==> src/rtl/assert_macros.svh <==
// Assertion helpers shared by the RTL. Compiled out under SYNTHESIS.
`ifndef ASSERT_MACROS_SVH
`define ASSERT_MACROS_SVH

`ifndef SYNTHESIS
// Combinational invariant, sampled on every rising edge outside reset.
`define ASSERT_ALWAYS(label, clk, rst_n, expr, msg) \
  label: assert property (@(posedge clk) disable iff (!rst_n) (expr)) else $error(msg);
// Temporal property, sampled on every rising edge outside reset.
`define ASSERT_PROP(label, clk, rst_n, prop, msg) \
  label: assert property (@(posedge clk) disable iff (!rst_n) prop) else $error(msg);
`else
`define ASSERT_ALWAYS(label, clk, rst_n, expr, msg)
`define ASSERT_PROP(label, clk, rst_n, prop, msg)
`endif

`endif

==> src/rtl/tcwu_pkg.sv <==
package tcwu_pkg;

  // Field widths
  localparam int SEQ_W   = 24;
  localparam int CWND_W  = 24;
  localparam int SS_W    = 16;
  localparam int WIN_W   = 16;
  localparam int EFF_W   = 25;

  // Stream payload widths (padded to whole bytes)
  localparam int IN_TDATA_W  = 40;
  localparam int OUT_TDATA_W = 120;
  localparam int OUT_PAD_W   = OUT_TDATA_W - (2 * SEQ_W + EFF_W + CWND_W + WIN_W);

  // Config port
  localparam int CFG_IDX_W  = 3;
  localparam int CFG_DATA_W = 24;

  // Serial divider: one quotient bit per cycle over the squared segment size
  localparam int DIV_STEPS = 2 * SS_W;
  localparam int DIV_CNT_W = $clog2(DIV_STEPS);

  // Register indexes
  typedef enum logic [CFG_IDX_W-1:0] {
    REG_SEGMENT_SIZE = 3'd0,
    REG_INIT_SEQ     = 3'd1,
    REG_TOTAL_BYTES  = 3'd2,
    REG_INIT_RWIN    = 3'd3,
    REG_INIT_CWND    = 3'd4
  } cfg_reg_t;

  // Register reset values
  localparam logic [SS_W-1:0]   SEGMENT_SIZE_RST = 16'd100;
  localparam logic [SEQ_W-1:0]  INIT_SEQ_RST     = 24'd0;
  localparam logic [SEQ_W-1:0]  TOTAL_BYTES_RST  = 24'd2500;
  localparam logic [WIN_W-1:0]  INIT_RWIN_RST    = 16'd2000;
  localparam logic [CWND_W-1:0] INIT_CWND_RST    = 24'd100;

  // Limits
  localparam logic [CWND_W-1:0] CWND_MAX = '1;
  localparam logic [CWND_W-1:0] CWND_MIN = CWND_W'(1);

endpackage

==> src/rtl/tcp_congestion_window_update.sv <==
// Sender-side TCP congestion window tracker (slow start, then congestion
// avoidance). Every input transaction is one round: an ACK number and the
// receiver's advertised window. While the held advertised window is nonzero and
// bytes remain, the block sends the next segment (first/last byte numbers on
// the output) and applies the ACK: progress doubles cwnd, the first stalled ACK
// halves it and enters avoidance for good, later stalled ACKs add MSS*MSS/cwnd.
// Every round returns exactly one result transaction. A round runs through
// S_CALC, S_FIN and S_OUT (S_CALC to S_OUT when nothing can be sent), with
// S_DIV and S_ADD before S_FIN in avoidance with a stalled ACK, where a
// bit-serial restoring divider produces one quotient bit per cycle for the
// 32-bit MSS squared. The next input is taken once the output register holds
// the result. A write to a defined config index restarts the transfer from the registers.
`include "assert_macros.svh"

module tcp_congestion_window_update (
  input  logic                                 clk,
  input  logic                                 rst_n,
  // config write port
  input  logic                                 cfg_we,
  input  logic [tcwu_pkg::CFG_IDX_W-1:0]       cfg_index,
  input  logic [tcwu_pkg::CFG_DATA_W-1:0]      cfg_wdata,
  // ACK stream
  input  logic                                 in_tvalid,
  output logic                                 in_tready,
  input  logic [tcwu_pkg::IN_TDATA_W-1:0]      in_tdata,   // ack_number, receiver_window
  // result stream
  output logic                                 out_tvalid,
  input  logic                                 out_tready,
  output logic [tcwu_pkg::OUT_TDATA_W-1:0]     out_tdata,  // segment_first, segment_last,
                                                           // eff_window,
                                                           // cwnd,
                                                           // advertised_window
  output logic                                 out_tuser   // segment_valid
);

  localparam int SEQ_W  = tcwu_pkg::SEQ_W;
  localparam int CWND_W = tcwu_pkg::CWND_W;
  localparam int SS_W   = tcwu_pkg::SS_W;
  localparam int WIN_W  = tcwu_pkg::WIN_W;
  localparam int EFF_W  = tcwu_pkg::EFF_W;
  localparam int DQ_W   = tcwu_pkg::DIV_STEPS;
  localparam int CNT_W  = tcwu_pkg::DIV_CNT_W;
  localparam int EXT_W  = EFF_W + 1;

  typedef enum logic [2:0] {
    S_IDLE,
    S_CALC,
    S_DIV,
    S_ADD,
    S_FIN,
    S_OUT
  } state_t;

  state_t state_r, state_nxt;

  // config registers
  logic [SS_W-1:0]   ss_r, ss_nxt;
  logic [SEQ_W-1:0]  iseq_r, iseq_nxt;
  logic [SEQ_W-1:0]  total_r, total_nxt;
  logic [WIN_W-1:0]  irwin_r, irwin_nxt;
  logic [CWND_W-1:0] icwnd_r, icwnd_nxt;

  // connection state
  logic [CWND_W-1:0]       cwnd_r, cwnd_nxt;
  logic [SEQ_W-1:0]        nts_r, nts_nxt;
  logic [SEQ_W-1:0]        nua_r, nua_nxt;
  logic [WIN_W-1:0]        adv_r, adv_nxt;
  logic signed [EFF_W-1:0] effh_r, effh_nxt;
  logic                    avoid_r, avoid_nxt;

  // per-round working registers
  logic [SEQ_W-1:0]  ack_r, ack_nxt;
  logic [WIN_W-1:0]  win_r, win_nxt;
  logic [CWND_W-1:0] lim_r, lim_nxt;
  logic              lim_hold_r, lim_hold_nxt;
  logic [CWND_W-1:0] rem_r, rem_nxt;
  logic [DQ_W-1:0]   dq_r, dq_nxt;
  logic [CNT_W-1:0]  cnt_r, cnt_nxt;
  logic              seg_valid_r, seg_valid_nxt;
  logic [SEQ_W-1:0]  first_r, first_nxt;
  logic [SEQ_W-1:0]  last_r, last_nxt;

  // output register
  logic                                 out_tvalid_r, out_tvalid_nxt;
  logic [tcwu_pkg::OUT_TDATA_W-1:0]     out_tdata_r, out_tdata_nxt;
  logic                                 out_tuser_r, out_tuser_nxt;

  // combinational helpers
  logic                    can_send;
  logic [SEQ_W-1:0]        last_w;
  logic [CWND_W-1:0]       win_ext;
  logic [CWND_W:0]         cwnd_dbl;
  logic [CWND_W-1:0]       cwnd_half;
  logic [CWND_W:0]         rem_sh;
  logic                    rem_ge;
  logic [DQ_W:0]           cwnd_sum;
  logic [CWND_W-1:0]       lim_fin;
  logic [SEQ_W-1:0]        inflight;
  logic signed [EXT_W-1:0] eff_raw;
  logic signed [EXT_W-1:0] eff_pos_lim;
  logic signed [EXT_W-1:0] eff_neg_lim;
  logic                    load;

  assign in_tready  = (state_r == S_IDLE);
  assign out_tvalid = out_tvalid_r;
  assign out_tdata  = out_tdata_r;
  assign out_tuser  = out_tuser_r;

  // round datapath terms
  assign can_send    = (adv_r != '0) && (nts_r < total_r);
  assign last_w      = nts_r + SEQ_W'(ss_r) - SEQ_W'(1);
  assign win_ext     = CWND_W'(win_r);
  assign cwnd_dbl    = {cwnd_r, 1'b0};
  assign cwnd_half   = cwnd_r >> 1;
  assign rem_sh      = {rem_r, dq_r[DQ_W-1]};
  assign rem_ge      = (rem_sh >= {1'b0, cwnd_r});
  assign cwnd_sum    = (DQ_W + 1)'(cwnd_r) + (DQ_W + 1)'(dq_r);
  assign lim_fin     = lim_hold_r ? lim_r : ((cwnd_r < win_ext) ? cwnd_r : win_ext);
  assign inflight    = nts_r - ack_r;
  assign eff_raw     = $signed({2'b00, lim_fin}) - EXT_W'($signed(inflight));
  assign eff_pos_lim = $signed(EXT_W'(tcwu_pkg::CWND_MAX));
  assign eff_neg_lim = -eff_pos_lim;

  // next-state logic
  always_comb begin
    state_nxt      = state_r;
    ss_nxt         = ss_r;
    iseq_nxt       = iseq_r;
    total_nxt      = total_r;
    irwin_nxt      = irwin_r;
    icwnd_nxt      = icwnd_r;
    cwnd_nxt       = cwnd_r;
    nts_nxt        = nts_r;
    nua_nxt        = nua_r;
    adv_nxt        = adv_r;
    effh_nxt       = effh_r;
    avoid_nxt      = avoid_r;
    ack_nxt        = ack_r;
    win_nxt        = win_r;
    lim_nxt        = lim_r;
    lim_hold_nxt   = lim_hold_r;
    rem_nxt        = rem_r;
    dq_nxt         = dq_r;
    cnt_nxt        = cnt_r;
    seg_valid_nxt  = seg_valid_r;
    first_nxt      = first_r;
    last_nxt       = last_r;
    out_tvalid_nxt = out_tvalid_r;
    out_tdata_nxt  = out_tdata_r;
    out_tuser_nxt  = out_tuser_r;
    load           = 1'b0;

    if (out_tvalid_r && out_tready) begin
      out_tvalid_nxt = 1'b0;
    end

    case (state_r)
      S_IDLE: begin
        if (in_tvalid) begin
          ack_nxt   = in_tdata[SEQ_W-1:0];
          win_nxt   = in_tdata[SEQ_W+WIN_W-1:SEQ_W];
          state_nxt = S_CALC;
        end
      end

      S_CALC: begin
        if (!can_send) begin
          // nothing to send (window zero or transfer finished): report held values only
          seg_valid_nxt = 1'b0;
          first_nxt     = '0;
          last_nxt      = '0;
          state_nxt     = S_OUT;
        end else begin
          seg_valid_nxt = 1'b1;
          first_nxt     = nts_r;
          last_nxt      = last_w;
          nts_nxt       = last_w + SEQ_W'(1);
          nua_nxt       = ack_r;
          adv_nxt       = win_r;
          lim_hold_nxt  = 1'b0;
          if (ack_r != nua_r) begin
            // progress: limit uses the window before doubling
            lim_nxt      = (cwnd_r < win_ext) ? cwnd_r : win_ext;
            lim_hold_nxt = 1'b1;
            cwnd_nxt     = cwnd_dbl[CWND_W] ? tcwu_pkg::CWND_MAX : cwnd_dbl[CWND_W-1:0];
            state_nxt    = S_FIN;
          end else if (!avoid_r) begin
            avoid_nxt = 1'b1;
            cwnd_nxt  = (cwnd_half == '0) ? tcwu_pkg::CWND_MIN : cwnd_half;
            state_nxt = S_FIN;
          end else begin
            // start serial divide of MSS squared by cwnd
            dq_nxt    = DQ_W'(ss_r) * DQ_W'(ss_r);
            rem_nxt   = '0;
            cnt_nxt   = '0;
            state_nxt = S_DIV;
          end
        end
      end

      S_DIV: begin
        // restoring division, one quotient bit per cycle
        rem_nxt = rem_ge ? CWND_W'(rem_sh - {1'b0, cwnd_r}) : rem_sh[CWND_W-1:0];
        dq_nxt  = {dq_r[DQ_W-2:0], rem_ge};
        cnt_nxt = cnt_r + CNT_W'(1);
        if (cnt_r == CNT_W'(DQ_W - 1)) begin
          state_nxt = S_ADD;
        end
      end

      S_ADD: begin
        cwnd_nxt  = (cwnd_sum[DQ_W:CWND_W] != '0) ? tcwu_pkg::CWND_MAX
                                                  : cwnd_sum[CWND_W-1:0];
        state_nxt = S_FIN;
      end

      S_FIN: begin
        // effective window, clamped to +/- max window
        if (eff_raw > eff_pos_lim) begin
          effh_nxt = EFF_W'(eff_pos_lim);
        end else if (eff_raw < eff_neg_lim) begin
          effh_nxt = EFF_W'(eff_neg_lim);
        end else begin
          effh_nxt = EFF_W'(eff_raw);
        end
        state_nxt = S_OUT;
      end

      S_OUT: begin
        if (!out_tvalid_r || out_tready) begin
          out_tvalid_nxt = 1'b1;
          out_tuser_nxt  = seg_valid_r;
          out_tdata_nxt  = {{tcwu_pkg::OUT_PAD_W{1'b0}}, adv_r, cwnd_r, effh_r,
                            last_r, first_r};
          state_nxt      = S_IDLE;
        end
      end

      default: begin
        state_nxt = S_IDLE;
      end
    endcase

    // config writes to defined registers restart the transfer
    if (cfg_we) begin
      case (cfg_index)
        tcwu_pkg::REG_SEGMENT_SIZE: begin
          ss_nxt = cfg_wdata[SS_W-1:0];
          load   = 1'b1;
        end
        tcwu_pkg::REG_INIT_SEQ: begin
          iseq_nxt = cfg_wdata[SEQ_W-1:0];
          load     = 1'b1;
        end
        tcwu_pkg::REG_TOTAL_BYTES: begin
          total_nxt = cfg_wdata[SEQ_W-1:0];
          load      = 1'b1;
        end
        tcwu_pkg::REG_INIT_RWIN: begin
          irwin_nxt = cfg_wdata[WIN_W-1:0];
          load      = 1'b1;
        end
        tcwu_pkg::REG_INIT_CWND: begin
          icwnd_nxt = cfg_wdata[CWND_W-1:0];
          load      = 1'b1;
        end
        default: begin
          load = 1'b0;
        end
      endcase
    end

    if (load) begin
      cwnd_nxt  = (icwnd_nxt == '0) ? tcwu_pkg::CWND_MIN : icwnd_nxt;
      nts_nxt   = iseq_nxt;
      nua_nxt   = iseq_nxt;
      adv_nxt   = irwin_nxt;
      effh_nxt  = '0;
      avoid_nxt = 1'b0;
    end
  end

  // state and registered outputs
  always_ff @(posedge clk) begin
    if (!rst_n) begin
      state_r      <= S_IDLE;
      ss_r         <= tcwu_pkg::SEGMENT_SIZE_RST;
      iseq_r       <= tcwu_pkg::INIT_SEQ_RST;
      total_r      <= tcwu_pkg::TOTAL_BYTES_RST;
      irwin_r      <= tcwu_pkg::INIT_RWIN_RST;
      icwnd_r      <= tcwu_pkg::INIT_CWND_RST;
      cwnd_r       <= tcwu_pkg::INIT_CWND_RST;
      nts_r        <= tcwu_pkg::INIT_SEQ_RST;
      nua_r        <= tcwu_pkg::INIT_SEQ_RST;
      adv_r        <= tcwu_pkg::INIT_RWIN_RST;
      effh_r       <= '0;
      avoid_r      <= 1'b0;
      out_tvalid_r <= 1'b0;
    end else begin
      state_r      <= state_nxt;
      ss_r         <= ss_nxt;
      iseq_r       <= iseq_nxt;
      total_r      <= total_nxt;
      irwin_r      <= irwin_nxt;
      icwnd_r      <= icwnd_nxt;
      cwnd_r       <= cwnd_nxt;
      nts_r        <= nts_nxt;
      nua_r        <= nua_nxt;
      adv_r        <= adv_nxt;
      effh_r       <= effh_nxt;
      avoid_r      <= avoid_nxt;
      out_tvalid_r <= out_tvalid_nxt;
    end
    ack_r       <= ack_nxt;
    win_r       <= win_nxt;
    lim_r       <= lim_nxt;
    lim_hold_r  <= lim_hold_nxt;
    rem_r       <= rem_nxt;
    dq_r        <= dq_nxt;
    cnt_r       <= cnt_nxt;
    seg_valid_r <= seg_valid_nxt;
    first_r     <= first_nxt;
    last_r      <= last_nxt;
    out_tdata_r <= out_tdata_nxt;
    out_tuser_r <= out_tuser_nxt;
  end

  // checks
  `ASSERT_ALWAYS(a_cwnd_nonzero, clk, rst_n, cwnd_r != '0, "cwnd reached zero")
  `ASSERT_PROP(a_avoid_sticky, clk, rst_n, (avoid_r && !cfg_we) |=> avoid_r, "avoidance left without restart")
  `ASSERT_PROP(a_div_rem, clk, rst_n, (state_r == S_DIV && !cfg_we) |=> (rem_r < cwnd_r), "divider remainder not below divisor")
  `ASSERT_PROP(a_accept_calc, clk, rst_n, (in_tvalid && in_tready) |=> (state_r == S_CALC), "accepted ACK not processed")

endmodule
==> config.mk <==
export PLATFORM = sky130hd
export DESIGN_NAME = tcp_congestion_window_update
export DESIGN_NICKNAME = d
export VERILOG_FILES = /design/src/rtl/tcwu_pkg.sv /design/src/rtl/tcp_congestion_window_update.sv
export VERILOG_INCLUDE_DIRS = /design/src /design/src/rtl
export SDC_FILE = /design/constraint.sdc
export NUM_CORES = 2
export LEC_CHECK = 0
export BUFFER_PORTS_ARGS = -buffer_cell sky130_fd_sc_hd__buf_4
export CAP_MARGIN = 15
export CORE_MARGIN = 4
export CORE_UTILIZATION = 55
export DETAILED_ROUTE_END_ITERATION = 6
export PLACE_DENSITY = 0.8
export SLEW_MARGIN = 20
export SYNTH_ARGS = -nofsm -noshare
export SYNTH_HDL_FRONTEND = slang
export SYNTH_SLANG_ARGS = --single-unit
==> constraint.sdc <==
create_clock -name clk -period 9.13 [get_ports clk]
set_input_delay 1.3695 -clock clk [delete_from_list [all_inputs] [get_ports clk]]
set_output_delay 1.3695 -clock clk [all_outputs]
set_load 0.05 [all_outputs]
==> run_results.csv <==
group,metric,value,unit
logic_synthesis,avgSynthCellArea,9.304,sq um
route,drt-initial-drc-count,3171,
clock_network,cts_setup_buffers,0,
global_routing,grt_max_degree,84,
power_and_ir_drop,p_per_area,323.4,nW/um^2
hold_path,hp-class,"reg -> reg",
floorplanning,chipHeight,260.5,um
logic_synthesis,synthAdderAreaFrac,0.1947,
logic_synthesis,synth_mux_area_frac,0.02652,
worst_setup_path,regToRegSetupSlack,1.36,ns
final_layout,drive_gt1_frac,0.09613,
sta,slew_violations,0,
logic_synthesis,yosysTopAreaCell,"edfxtp_1",
logic_synthesis,ys_async_sr_fraction,0,
sta,fin_tns_setup,0,ns
worst_setup_path,critPathKind,"reg -> reg",
hold_path,min_to,"out_tdata[47]",
worst_setup_path,crit_path_end_kind,"flip-flop",
power_and_ir_drop,comb_power_share,0.540,
final_layout,fin_util,0.6181,
logic_synthesis,ys_types,96,
power_and_ir_drop,sequentialPowerShare,0.276,
route,dr.pass1.iters,6,
sta,fin_ws,1.359,ns
sta,finClkSkew,0.04093,ns
power_and_ir_drop,peakVddDrop,0.2503,mV
global_routing,gr-total-overflow,0,
hold_path,hold-path-cell-count,0,
worst_setup_path,arrival,8.12,ns
floorplanning,coreArea,63080,sq um
floorplanning,dieArea,67840,sq um
final_layout,layout.nets,4400,
floorplanning,die_w,260.5,um
global_routing,grt_use_total,0.2872,
sta,max_freq,128.7,MHz
global_routing,grt_pass1_wl,152700,um
logic_synthesis,ys_ff_latch,511,
power_and_ir_drop,p_switching,5693,uW
sta,slew_headroom,0.2530,
sta,setup_violations,0,
clock_network,cts.sink_count,511,
worst_setup_path,crit_path_start,"ss_r[2]",
hold_path,min_from,"last_r[23]",
global_routing,antenna_found_initial,0,
logic_synthesis,ys_warn_count,0,
logic_synthesis,yosys.area_share.simple,0.1575,
global_routing,grt_pass1_vias,27345,
worst_setup_path,cp-start-kind,"flip-flop",
logic_synthesis,synth_top_family_by_area,"adder cells",
route,drc,0,
clock_network,numCtsBuffers,56,
worst_setup_path,crit_fanout,11,
sta,finalCritPeriodShare,0.8512,
flow_run,drv_cap,0,
placed_design,place_congestion,1.005,
logic_synthesis,synth_seq_area_share,0.3743,
clock_network,cts_hold_buf,0,
clock_network,clkLatencyLatePin,0.64,ns
worst_setup_path,reg2reg_to,"dq_r[28]",
sta,grt_setup_unrepaired,"false",
clock_network,root_buffer,"clkbuf_16",
route,routed_via_density,6.006,
logic_synthesis,synth_edf_count,289,
sta,hold_slack,0.4152,ns
power_and_ir_drop,p_total,12610,uW
worst_setup_path,critPathRequiredTime,9.48,ns
floorplanning,start_util,0.5558,
sta,tightest_slew,1.092,ns
outcome,status,"completed",
final_layout,num_antenna_cells,0,
logic_synthesis,synth-compound-area-share,0.1445,
floorplanning,ios,195,
clock_network,post_cts_resized,0,
logic_synthesis,synthXorXnorAreaFrac,0.04147,
power_and_ir_drop,clock_power_share,0.184,
logic_synthesis,synth_cells,3768,
final_layout,area_growth,11.22,%
clock_network,cts.reportedPaths.clkPinSlew,0.07,ns
logic_synthesis,ys.flop_type,"edfxtp_1",
logic_synthesis,synth_area_leaders,"edfxtp_1 25%, dfxtp_1 13%, ha_1 9.8%, fa_1 9.7%, nand2_1 4.4%",
placed_design,hpwl,75100,um
clock_network,clockBufferDepth,3,
sta,hold_viol,0,
worst_setup_path,crit-reg2reg-launch,"ss_r[2]",
power_and_ir_drop,netSwitchingFraction,0.4516,
route,route.vias.total,28695,
clock_network,cts_tree,"built",
power_and_ir_drop,intPower,6915,uW
route,finalWirelength,100100,um
logic_synthesis,syn_area,35060,sq um
placed_design,dp_slack,1.591,ns
power_and_ir_drop,p_leak,0.01682,uW
worst_setup_path,reg2reg_depth,24,
route,ant_nets,0,
logic_synthesis,yosys.area.top_type_share,0.2475,
route,post_drt_wl_per_cell,20.95,um
sta,fin_crit,7.771,ns
clock_network,cts_max_level,2,
placed_design,portBuffers,187,
floorplanning,rows,92,
==> cell usage after synthesis, drive strengths merged (7+ instances only) <==
master / count
nand2: 411
nor2: 407
inv: 374
edfxtp: 289
ha: 275
a21oi: 252
dfxtp: 222
fa: 169
o21ai: 148
clkbuf: 139
nor3: 119
xnor2: 96
mux2i: 85
a21o: 75
xor2: 70
a31oi: 49
a211oi: 47
nand3: 47
and2: 41
o211ai: 39
nor4: 36
nand4: 32
buf: 28
nand2b: 27
and3: 26
o22ai: 21
o21a: 19
nor2b: 16
o31ai: 16
o21bai: 15
a221oi: 13
o221ai: 12
or2: 12
or3: 12
o2111ai: 10
a311oi: 8
a21boi: 7
mux2: 7
o31a: 7
==> cells by family (layout without fill, tap and decap cells) <==
group / Yosys count / after routing
compound gates: 788 / 788
xor+xnor: 166 / 166
fa+ha+maj: 444 / 444
buf+inv: 547 / 697
flops: 511 / 511
mux: 92 / 92
other cells: 1 / 15
simple gates: 1219 / 1219
==> routing by layer <==
metal  vias up  global-route usage  wire length [um]  share of wire
li1      13339                   -                 -              -
met5         -                   0                 0              0
met3       299             0.05813              9149          0.091
met2      1336              0.4638             46210           0.46
met1     13721              0.3806             39760           0.40
met4         0              0.1169              4979          0.050
==> through the flow <==
stage                     cell area, sq um  instances
after CTS                            38980       4778
final                                38990       4778
after global routing                 38990       4778
after global placement               37100       4672
after floorplan                      35110       3782
after detailed placement             37100       4672
==> power by group through the flow <==
stage                     clock network, uW  registers [uW]  logic (uW)
final                                  2320            3490        6800
after global routing                   2440            3510        7430
after CTS                              2340            3470        6690
after detailed placement                  0            3510        6640
after global placement                    0            3500        6550
after floorplan                           0            3480        4970
==> worst max-delay path: stages, from the launching register on <==
cell	delay, ns
dfxtp_1	0.63
clkinv_1	0.45
nor2_1	0.30
inv_1	0.10
fa_1	0.42
inv_1	0.07
fa_1	0.42
ha_1	0.33
fa_1	0.54
inv_1	0.05
fa_1	0.53
inv_1	0.05
fa_1	0.48
ha_1	0.35
nand2_1	0.11
o21ai_0	0.13
a2111oi_0	0.87
nor4_1	0.19
o31ai_1	0.39
a21oi_1	0.19
a41oi_1	0.36
nand2b_1	0.10
a21oi_1	0.17
xor2_1	0.16
o21ai_0	0.09
==> state kept, by name, summed over array words and instances (netlist names), 3 cells and up <==
register / cells
ack_r: 24
adv_r: 16
cnt_r: 5
cwnd_r: 24
dq_r: 32
effh_r: 25
first_r: 24
icwnd_r: 24
irwin_r: 16
iseq_r: 24
last_r: 24
lim_r: 24
nts_r: 24
nua_r: 24
out_tdata: 113
rem_r: 24
ss_r: 16
state_r: 3
total_r: 24
win_r: 16
==> final cells by class <==
class | count | area (sq um)
repair buffers | 212 | 1592
well taps | 846 | 1059
flip-flops and latches | 511 | 13120
fillers | 5299 | 24090
clock inverters | 23 | 221.5
inverters | 379 | 1425
clock buffers | 83 | 1663
multi-input cells | 2724 | 19910
==> worst max-delay path by stage <==
stage	slack (ns)	endpoint	cells past startpoint
3_5_place_dp	1.59	dq_r[28]	26
4_1_cts	1.51	dq_r[28]	26
2_1_floorplan	0.70	state_r[1]	5
3_3_place_gp	1.78	dq_r[28]	26
6_report	1.36	dq_r[28]	24
5_1_grt	0.90	dq_r[30]	26
==> cell usage in the layout (no fill, tap or decap), types with 73 or more instances in the layout <==
| master | count |
|---|---|
| buf_4 | 212 |
| edfxtp_1 | 289 |
| inv_1 | 369 |
| nor3_1 | 106 |
| a21oi_1 | 250 |
| dfxtp_1 | 222 |
| fa_1 | 169 |
| ha_1 | 275 |
| nand2_1 | 409 |
| o21ai_0 | 146 |
| nor2_1 | 402 |
| a21o_1 | 73 |
| xnor2_1 | 96 |
| mux2i_1 | 85 |
No activity file was read; power rests on OpenSTA's default activity.
